[config.mk]
export PLATFORM = sky130hd
export DESIGN_NAME = url_percent_decoder_unit
export DESIGN_NICKNAME = d
export VERILOG_FILES = /design/src/rtl/core/upd_pkg.sv /design/src/rtl/core/url_percent_decoder_unit.sv /design/src/rtl/core/upd_front.sv /design/src/rtl/core/upd_queue.sv /design/src/rtl/core/upd_back.sv
export SDC_FILE = /design/constraint.sdc
export NUM_CORES = 1
export LEC_CHECK = 0
export BUFFER_PORTS_ARGS = -buffer_cell sky130_fd_sc_hd__buf_2
export CELL_PAD_IN_SITES_DETAIL_PLACEMENT = 1
export CELL_PAD_IN_SITES_GLOBAL_PLACEMENT = 1
export CORE_ASPECT_RATIO = 1.75
export CORE_MARGIN = 4
export CORE_UTILIZATION = 30
export DETAILED_ROUTE_END_ITERATION = 8
export PLACE_DENSITY_LB_ADDON = 0.1
export SETUP_SLACK_MARGIN = 0.1
export SYNTH_ARGS = -nofsm -noshare
export SYNTH_HDL_FRONTEND = slang
export SYNTH_SLANG_ARGS = --single-unit
[constraint.sdc]
create_clock -name clk -period 2.8 [get_ports clk]
set_input_delay 0.14 -clock clk [delete_from_list [all_inputs] [get_ports clk]]
set_output_delay 0.14 -clock clk [all_outputs]
set_load 0.02 [all_outputs]
[src/rtl/core/upd_pkg.sv]
// ----------------------------------------------------------------------------
// URL percent decoder package
// Shared types, character constants and the hex digit decoder.
// ----------------------------------------------------------------------------
package upd_pkg;

  localparam logic [7:0] CH_PLUS  = 8'h2B;
  localparam logic [7:0] CH_PCT   = 8'h25;
  localparam logic [7:0] CH_SPACE = 8'h20;

  localparam int QUEUE_DEPTH = 4;
  localparam int QUEUE_AW    = $clog2(QUEUE_DEPTH);

  typedef enum logic [1:0] {
    PH_IDLE  = 2'd0,
    PH_PCT   = 2'd1,
    PH_DIGIT = 2'd2
  } phase_t;

  typedef struct packed {
    logic [1:0]      count;
    logic [2:0][7:0] bytes;
    logic            last;
  } cmd_t;

  // Bit 4 set means the character is not a hex digit.
  function automatic logic [4:0] hex_value(input logic [7:0] c);
    logic [4:0] r;
    r = 5'h10;
    if (c >= 8'h30 && c <= 8'h39) begin
      r = {1'b0, 4'(c - 8'h30)};
    end else if (c >= 8'h61 && c <= 8'h66) begin
      r = {1'b0, 4'(c - 8'h57)};
    end else if (c >= 8'h41 && c <= 8'h46) begin
      r = {1'b0, 4'(c - 8'h37)};
    end
    return r;
  endfunction

endpackage

[src/rtl/core/url_percent_decoder_unit.sv]
// The bytes of an item are written into the command queue and offered at the output from there.
// Throughput: one item per cycle while the queue is not full and each item yields at most one byte;
// an item that yields two or three bytes is sent one byte per result, and a four-command queue absorbs it.
// Reset: rst clears the escape state, the held digit and the queue.
// ----------------------------------------------------------------------------
// URL percent decoder unit
// Top level joining the front end, the command queue and the back end.
// ----------------------------------------------------------------------------
module url_percent_decoder_unit import upd_pkg::*; (
  input  logic       clk,
  input  logic       rst,
  input  logic       in_valid,
  output logic       in_ready,
  input  logic [7:0] in_byte,
  input  logic       in_last,
  output logic       out_valid,
  input  logic       out_ready,
  output logic [7:0] out_byte,
  output logic       out_last
);

  logic push;
  logic pop;
  logic not_full;
  logic not_empty;
  cmd_t cmd;
  cmd_t head;

  upd_front u_front (
    .clk      (clk),
    .rst      (rst),
    .in_valid (in_valid),
    .in_ready (in_ready),
    .in_byte  (in_byte),
    .in_last  (in_last),
    .q_ready  (not_full),
    .push     (push),
    .cmd      (cmd)
  );

  upd_queue u_queue (
    .clk       (clk),
    .rst       (rst),
    .push      (push),
    .push_cmd  (cmd),
    .not_full  (not_full),
    .pop       (pop),
    .not_empty (not_empty),
    .head      (head)
  );

  upd_back u_back (
    .clk       (clk),
    .rst       (rst),
    .q_valid   (not_empty),
    .head      (head),
    .pop       (pop),
    .out_valid (out_valid),
    .out_ready (out_ready),
    .out_byte  (out_byte),
    .out_last  (out_last)
  );

endmodule

[src/rtl/core/upd_front.sv]
// ----------------------------------------------------------------------------
// URL percent decoder front end
// Accepts input items, tracks the escape state and builds one output
// command of up to three bytes per item.
// ----------------------------------------------------------------------------
module upd_front import upd_pkg::*; (
  input  logic       clk,
  input  logic       rst,
  input  logic       in_valid,
  output logic       in_ready,
  input  logic [7:0] in_byte,
  input  logic       in_last,
  input  logic       q_ready,
  output logic       push,
  output cmd_t       cmd
);

  phase_t     phase;
  phase_t     phase_next;
  logic [7:0] held;
  logic [7:0] held_next;

  function automatic cmd_t append(input cmd_t c, input logic [7:0] v);
    cmd_t r;
    r = c;
    case (c.count)
      2'd0: begin
        r.bytes[0] = v;
        r.count    = 2'd1;
      end
      2'd1: begin
        r.bytes[1] = v;
        r.count    = 2'd2;
      end
      2'd2: begin
        r.bytes[2] = v;
        r.count    = 2'd3;
      end
      default: r = c;
    endcase
    return r;
  endfunction

  always_comb begin
    logic [4:0] hv;
    logic [4:0] hh;
    logic       consumed;
    phase_t     ph;
    cmd_t       c;
    hv        = hex_value(in_byte);
    hh        = hex_value(held);
    consumed  = 1'b0;
    c         = '0;
    held_next = held;
    ph        = phase;
    unique case (phase)
      PH_DIGIT: begin
        if (!hv[4]) begin
          c        = append(c, {hh[3:0], hv[3:0]});
          consumed = 1'b1;
        end else begin
          c = append(c, CH_PCT);
          c = append(c, held);
        end
        ph        = PH_IDLE;
        held_next = 8'h00;
      end
      PH_PCT: begin
        if (!hv[4]) begin
          held_next = in_byte;
          ph        = PH_DIGIT;
          consumed  = 1'b1;
        end else begin
          c  = append(c, CH_PCT);
          ph = PH_IDLE;
        end
      end
      default: ph = PH_IDLE;
    endcase
    if (!consumed) begin
      if (in_byte == CH_PLUS) begin
        c = append(c, CH_SPACE);
      end else if (in_byte == CH_PCT) begin
        ph        = PH_PCT;
        held_next = 8'h00;
      end else begin
        c = append(c, in_byte);
      end
    end
    if (in_last) begin
      if (ph == PH_PCT || ph == PH_DIGIT) begin
        c = append(c, CH_PCT);
      end
      if (ph == PH_DIGIT) begin
        c = append(c, held_next);
      end
      ph        = PH_IDLE;
      held_next = 8'h00;
      c.last    = 1'b1;
    end
    phase_next = ph;
    cmd        = c;
  end

  assign in_ready = q_ready;
  assign push     = in_valid && q_ready && (cmd.count != 2'd0);

  always_ff @(posedge clk) begin
    if (rst) begin
      phase <= PH_IDLE;
      held  <= 8'h00;
    end else if (in_valid && in_ready) begin
      phase <= phase_next;
      held  <= held_next;
    end
  end

endmodule

[src/rtl/core/upd_queue.sv]
// ----------------------------------------------------------------------------
// URL percent decoder command queue
// Short first-in first-out store of commands between front and back end.
// ----------------------------------------------------------------------------
module upd_queue import upd_pkg::*; (
  input  logic clk,
  input  logic rst,
  input  logic push,
  input  cmd_t push_cmd,
  output logic not_full,
  input  logic pop,
  output logic not_empty,
  output cmd_t head
);

  cmd_t                mem [QUEUE_DEPTH];
  logic [QUEUE_AW-1:0] wptr;
  logic [QUEUE_AW-1:0] rptr;
  logic [QUEUE_AW:0]   fill;

  assign not_full  = (fill != (QUEUE_AW + 1)'(QUEUE_DEPTH));
  assign not_empty = (fill != '0);
  assign head      = mem[rptr];

  always_ff @(posedge clk) begin
    if (push) begin
      mem[wptr] <= push_cmd;
    end
  end

  always_ff @(posedge clk) begin
    if (rst) begin
      wptr <= '0;
      rptr <= '0;
      fill <= '0;
    end else begin
      if (push) begin
        wptr <= wptr + 1'b1;
      end
      if (pop) begin
        rptr <= rptr + 1'b1;
      end
      if (push && !pop) begin
        fill <= fill + 1'b1;
      end else if (pop && !push) begin
        fill <= fill - 1'b1;
      end
    end
  end

endmodule

[src/rtl/core/upd_back.sv]
// ----------------------------------------------------------------------------
// URL percent decoder back end
// Sends the bytes of the head command one per result item.
// ----------------------------------------------------------------------------
module upd_back import upd_pkg::*; (
  input  logic       clk,
  input  logic       rst,
  input  logic       q_valid,
  input  cmd_t       head,
  output logic       pop,
  output logic       out_valid,
  input  logic       out_ready,
  output logic [7:0] out_byte,
  output logic       out_last
);

  logic [1:0] idx;
  logic       at_end;

  assign at_end    = (idx == head.count - 2'd1);
  assign out_valid = q_valid;
  assign out_last  = head.last && at_end;
  assign pop       = out_valid && out_ready && at_end;

  always_comb begin
    case (idx)
      2'd0:    out_byte = head.bytes[0];
      2'd1:    out_byte = head.bytes[1];
      default: out_byte = head.bytes[2];
    endcase
  end

  always_ff @(posedge clk) begin
    if (rst) begin
      idx <= 2'd0;
    end else if (out_valid && out_ready) begin
      idx <= at_end ? 2'd0 : idx + 2'd1;
    end
  end

endmodule

==> impl_metrics.json, run 1 <==
{
  "max-cap-violations": 0,
  "synth_area_per_cell_um2": 13.2,
  "cts_sinks": 129,
  "max-clock-path-buffers": 2,
  "power_density_mw_per_mm2": 740,
  "antenna_found_initial": 0,
  "synthCells": 482,
  "seq_area_mm2": 0.00367,
  "track_usage_pct": 16.3,
  "clock_skew_ns": 0.0109,
  "nFillCells": 2234,
  "drive_gt1_share_pct": 32.9,
  "yosys.area_share.xor_xnor_pct": 1.10,
  "fp.dieH_um": 201,
  "synth_adder_area_share_pct": 3.66,
  "p_sw_w": 0.00171,
  "grt_pass1_wl_mm": 29.3,
  "gp_congestion": 0.853,
  "intPower_w": 0.00416,
  "power_frac_clock_pct": 37.0,
  "setup_viol": 0,
  "cp-start-kind": "flip-flop",
  "period_needed_ns": 2.68,
  "slew_headroom_pct": 54.2,
  "seqPwrFrac_pct": 40.2,
  "fin_setup_tns_ns": 0,
  "clk_pin_slew_ns": 0.06,
  "worstMarginPinSlew_ns": 0.681,
  "io_pins": 24,
  "final_cell_mix": "108 x edfxtp_1, 64 x buf_4, 38 x nand2_1, 27 x mux4_2, 25 x o21ai_0",
  "grt_max_degree": 28,
  "hold_viol_final": 0,
  "diodes": 0,
  "die_w_um": 118,
  "drc": 0,
  "clk_latency_ns": 0.41,
  "tritoncts": "done",
  "hold_depth": 4,
  "rr_worst_depth": 13,
  "multi_input_area_mm2": 0.00257,
  "num_vias": 4342,
  "final.setup.worst_slack_ns": 0.115,
  "finalCritPeriodShare_pct": 95.9,
  "cp_slowest_cell": "dfxtp_2",
  "postRouteAntennaNets": 0,
  "initial_core_util_pct": 30.5,
  "crit_type": "flip-flop to flip-flop",
  "cp_max_fo": 5,
  "syn_nets": 513,
  "arrival_ns": 3.03,
  "cts_max_level": 4,
  "synth_compound_area_share_pct": 13.4,
  "syn_area_mm2": 0.00636,
  "grt_remaining_overflow": 0,
  "drt-total-wl_mm": 18.7,
  "synth_edf_count": 108,
  "synth_top_family_by_area": "compound AO/OA/AOI/OAI gates",
  "async_flop_share_pct": 0,
  "p_comb_share_pct": 22.8,
  "dieArea_mm2": 0.0237,
  "final_nets": 599,
  "ir_worst_vdd_mv": 0.298,
  "ys_warn_count": 0,
  "grt_pass1_vias": 4885,
  "status": "finished clean",
  "hpwl_mm": 14.0,
  "drv_slew": 0,
  "synth-seq-cells": 129,
  "portBuffers": 23,
  "final_common_cell": "edfxtp_1",
  "synthMuxAreaShare_pct": 9.87,
  "swShare_pct": 29.1,
  "dr.pass1.iters": 4,
  "leakage_nw": 2.76,
  "crit_chain": "inv_2 -> ha_4 -> nand2b_4 -> nand2_4 -> o21ai_1 -> o221a_2 -> a31oi_4 -> ha_4 -> inv_2 -> fa_2 -> xor2_1 -> or3_1 -> a21oi_2",
  "fmax_mhz": 372,
  "rsz0062_at_grt": "true",
  "slowest_delay_ns": 0.33,
  "synth_seq_area_share_pct": 57.6,
  "yosys.area_share.simple_pct": 11.1,
  "end_kind": "flip-flop",
  "rows": 70,
  "viasPerCell": 5.21,
  "design.core.area_mm2": 0.0208,
  "wl_per_cell_um": 22.4,
  "hold_path_class": "input pin to flip-flop",
  "ys.flop_type": "edfxtp_1",
  "cts_inserted_buffers": 17,
  "cts_root_buffer": "clkbuf_16",
  "drtIter0Drc": 223,
  "ctsHoldBuffers": 0,
  "crit_required_ns": 3.15,
  "ys_types": 72,
  "syn2layout_area_growth_pct": 24.6,
  "dp_slack_ns": -0.158
}
[critical path: cells and delay by family (launching register included)]
kind | cells | cell delay (ns)
DFF | 1 | 0.33
xor gates and xnor gates | 1 | 0.15
adders and majority gates | 3 | 0.75
buffers and inverters | 2 | 0.07
AOI/OAI and AO/OA | 4 | 0.73
and+or+nand+nor | 3 | 0.57
[state kept, by name, indices dropped and copies added (netlist names), named ones only]
name	cells
u_queue.mem	108
u_queue.fill	3
u_front.held	8
u_front.phase	2
u_queue.wptr	2
u_queue.rptr	2
u_back.idx	2
[cells by family after synthesis]
kind of cell / after synthesis
flip-flops: 129
AND/OR/NAND/NOR: 131
adder cells (fa/ha/maj): 18
buffers and inverters: 50
multiplexers: 29
AO/OA/AOI/OAI: 117
XOR/XNOR: 8
[per-layer routing]
metal  track usage, %  part of all wire (%)  vias up
met1             17.8                    39     2188
met3             2.71                   2.1       39
met2             29.9                    55       69
li1                 -                     -     2046
met4             8.68                   4.7        0
met5                0                     0        -
[path summary, 6_finish.rpt]
path	start	endpoint	slack [ns]
max	u_front.phase[0]	u_queue.fill[2]	0.12
min reg2reg	u_queue.rptr[1]	flip-flop	0.53
max reg2reg	u_front.phase[0]	u_queue.fill[2]	0.12
min	out_ready	u_back.idx[1]	0.09
[repair_timing]
item                       4_1_cts  5_1_grt
gates cloned                     0        0
pin swaps                        2        2
resized for setup                4        5
setup endpoints to repair        1       16
buffers inserted                 3        3
[layout make-up]
class / instances / area share [%]
multi-input cells: 303 / 32.5
repair buffers: 92 / 8.67
clock inverters: 15 / 2.05
well taps: 252 / 3.98
clock buffers: 17 / 5.37
inverters: 25 / 1.20
flip-flops and latches: 129 / 46.3
[through the flow]
step | total power [W] | hold slack, ns | std cells | utilization [%] | instance area (um2)
floorplan | 0.00325 | 0.239 | 482 | - | 6450
global placement | 0.00373 | 0.498 | 795 | 34.9 | 7270
detailed placement | 0.00376 | 0.514 | 795 | 34.9 | 7270
CTS | 0.00595 | 0.0763 | 830 | 37.9 | 7900
global route | 0.00618 | 0.121 | 833 | 38.0 | 7930
finish | 0.00586 | 0.0904 | 833 | 38.0 | 7930
[synth_stat cells, types with 2 or more instances]
library cell	count	area share, %
edfxtp_1	108	51
nand2_1	39	2.3
o21ai_0	30	2.4
mux4_2	27	9.6
inv_1	24	1.4
dfxtp_1	21	6.6
nor2_1	21	1.2
ha_1	17	3.3
a22oi_1	16	1.9
a21oi_1	14	1.1
clkbuf_1	13	0.77
nand3_1	12	0.94
nor3_1	9	0.71
and2_1	7	0.69
o21ai_1	7	0.55
a32oi_1	6	0.83
buf_2	6	0.47
nand2b_1	6	0.59
a31oi_1	5	0.49
nand3b_1	5	0.59
a22o_1	4	0.55
buf_1	4	0.24
nor3b_1	4	0.47
or3_1	4	0.39
xnor2_1	4	0.55
xor2_1	4	0.55
nand4_1	3	0.30
o21a_1	3	0.35
o22ai_1	3	0.30
o2bb2ai_1	3	0.41
or2_2	3	0.30
a22oi_2	2	0.39
and4_1	2	0.28
mux2i_1	2	0.31
nor2b_1	2	0.20
nor4b_1	2	0.28
o211a_1	2	0.31
o211ai_1	2	0.24
o221ai_1	2	0.28
o31ai_1	2	0.24
[power groups by stage]
stage | Sequential, W | Clock (W) | Combinational (W)
5_1_grt | 0.00238 | 0.00233 | 0.00147
2_1_floorplan | 0.00236 | 0 | 0.000886
3_3_place_gp | 0.00238 | 0 | 0.00135
3_5_place_dp | 0.00240 | 0 | 0.00136
4_1_cts | 0.00236 | 0.00223 | 0.00136
6_report | 0.00236 | 0.00217 | 0.00133
(Power assumes the default switching activity.)
==> run 2, diff against run 1 <==
==> constraint.sdc (replaced) <==
create_clock -name clk -period 2.9 [get_ports clk]
set_input_delay 0.145 -clock clk [delete_from_list [all_inputs] [get_ports clk]]
set_output_delay 0.145 -clock clk [all_outputs]
set_load 0.02 [all_outputs]
==> run 2 against run 1 <==
  * Combinational power shrank 7%
  * Count of clock-buffer cells in the layout is the same
  * Total power decreased by 4.4%
  * Die area did not move
  * First-iteration DRC count is 2.7% higher
  * Global-route usage shrank 0.25 points
  * Register-to-register slack improved by 0.09 ns
  * Wire length decreased by 2.1%
  * Maximum frequency decreased by 0.49%
  * Sequential power is 4% lower
  * Largest cell class unchanged
  * Largest power group unchanged
==> impl_metrics.json, run 2 (synthesis gave the netlist of run 1 again) <==
{
  "status": "finished clean",
  "drt-total-wl_mm": 18.3,
  "track_usage_pct": 16.1,
  "cp-start-kind": "flip-flop",
  "initial_core_util_pct": 30.5,
  "cts_inserted_buffers": 17,
  "syn2layout_area_growth_pct": 24.0,
  "cp_num_buf_inv": 2,
  "crit_family": "adder cells",
  "crit_required_ns": 3.24,
  "power_density_mw_per_mm2": 710,
  "cts_max_level": 4,
  "drive_gt1_share_pct": 32.7,
  "diodes": 0,
  "arrival_ns": 3.04,
  "cp_max_fo": 3,
  "max-clock-path-buffers": 2,
  "postRouteAntennaNets": 0,
  "slew_headroom_pct": 45.5,
  "wl_per_cell_um": 22.0,
  "grt_pass1_vias": 4914,
  "fmax_mhz": 371,
  "worstMarginPinSlew_ns": 0.815,
  "finalCritPeriodShare_pct": 93.0,
  "rsz0062_at_grt": "true",
  "final_nets": 599,
  "ir_worst_vdd_mv": 0.306,
  "drc": 0,
  "tritoncts": "done",
  "die_w_um": 118,
  "drtIter0Drc": 229,
  "largest_register": "u_queue.mem",
  "drv_slew": 0,
  "leakage_nw": 2.77,
  "dieArea_mm2": 0.0237,
  "cts_sinks": 129,
  "grt_max_degree": 28,
  "clock_skew_ns": 0.00957,
  "setup_viol": 0,
  "antenna_found_initial": 0,
  "gp_congestion": 0.901,
  "final_common_cell": "edfxtp_1",
  "final.setup.worst_slack_ns": 0.202,
  "clk_pin_slew_ns": 0.06,
  "cts_root_buffer": "clkbuf_16",
  "viasPerCell": 5.27,
  "period_needed_ns": 2.70,
  "crit_type": "flip-flop to flip-flop",
  "dp_slack_ns": -0.245,
  "top_regs": "u_queue.mem (108), u_front.held (8), u_queue.fill (3)",
  "hpwl_mm": 13.6,
  "grt_remaining_overflow": 0,
  "design.core.area_mm2": 0.0208,
  "crit_chain": "inv_2 -> ha_4 -> nand2b_4 -> a21oi_4 -> o22ai_2 -> o221a_4 -> a31oi_4 -> ha_2 -> inv_1 -> fa_2 -> xor2_1 -> or3_1 -> a21oi_1",
  "slowest_delay_ns": 0.35,
  "io_pins": 24,
  "grt_pass1_wl_mm": 28.9,
  "final_util_pct": 37.9,
  "rows": 70,
  "dr.pass1.iters": 4,
  "max-cap-violations": 0,
  "hold_viol_final": 0,
  "num_vias": 4391,
  "final_cell_mix": "108 x edfxtp_1, 68 x buf_4, 38 x nand2_1, 28 x o21ai_0, 27 x mux4_2",
  "cp_slowest_cell": "dfxtp_2",
  "largest_register_ffs": 108,
  "fp.dieH_um": 201,
  "clk_latency_ns": 0.42,
  "portBuffers": 23,
  "end_kind": "flip-flop",
  "hold_path_class": "input pin to flip-flop"
}
[run 2: cell types whose count changed in the layout (fill, tap and decap cells not counted), sizes merged]
cell,previous run,this run
clkinv,9,11
clkinvlp,3,1
[run 2: report_power, final]
part	switching, W	internal, W
Combinational	0.000730	0.000511
Clock	0.000819	0.00127
Sequential	0.0000732	0.00220
Total	0.00162	0.00398
[run 2: per-layer routing]
| metal | vias up | share of wire [%] | GRT usage [%] |
|---|---|---|---|
| li1 | 2045 | - | - |
| met1 | 2249 | 39 | 17.5 |
| met2 | 61 | 56 | 30.1 |
| met3 | 36 | 1.8 | 3.24 |
| met4 | 0 | 3.0 | 6.46 |
| met5 | - | 0 | 0 |
[run 2: timing repair]
item / 4_1_cts / 5_1_grt
setup endpoints to repair: 1 / 5
hold buffers: 0 / 0
buffers inserted: 1 / 2
pin swaps: 6 / 5
resized for setup: 6 / 7
[run 2: area by class of cell]
class	count	area (um2)
multi-input cells	303	2590
clock inverters	15	161
flip-flops and latches	129	3670
well taps	252	315
repair buffers	92	637
fillers	2210	13000
inverters	25	95.1
clock buffers	17	425
[run 2: worst register-to-register path, cell delays in order, from the launching register on]
cell	delay [ns]
dfxtp_2	0.35
inv_2	0.05
ha_4	0.29
nand2b_4	0.07
a21oi_4	0.14
o22ai_2	0.10
o221a_4	0.24
a31oi_4	0.20
ha_2	0.21
inv_1	0.06
fa_2	0.33
xor2_1	0.15
or3_1	0.30
a21oi_1	0.15
[run 2: through the flow]
stage	cells	hold WS, ns	total power [W]	instance area [um2]	TNS [ns]
after global routing	833	0.140	0.00591	7890	0
after detailed placement	798	0.504	0.00359	7220	-0.684
final	833	0.120	0.00560	7890	0
after global placement	798	0.481	0.00355	7220	-0.299
after floorplan	482	0.244	0.00313	6420	0
after CTS	831	0.0961	0.00571	7830	0
[run 2: path summary, 6_finish.rpt]
kind | depth (start not counted) | endpoint | startpoint | slack (ns)
setup reg to reg | 13 | u_queue.fill[2] | u_front.phase[0] | 0.20
hold / removal | 4 | u_back.idx[1] | out_ready | 0.12
setup / recovery | 13 | u_queue.fill[2] | u_front.phase[0] | 0.20
hold reg to reg | 2 | u_queue.fill[2] | u_queue.fill[2] | 0.51
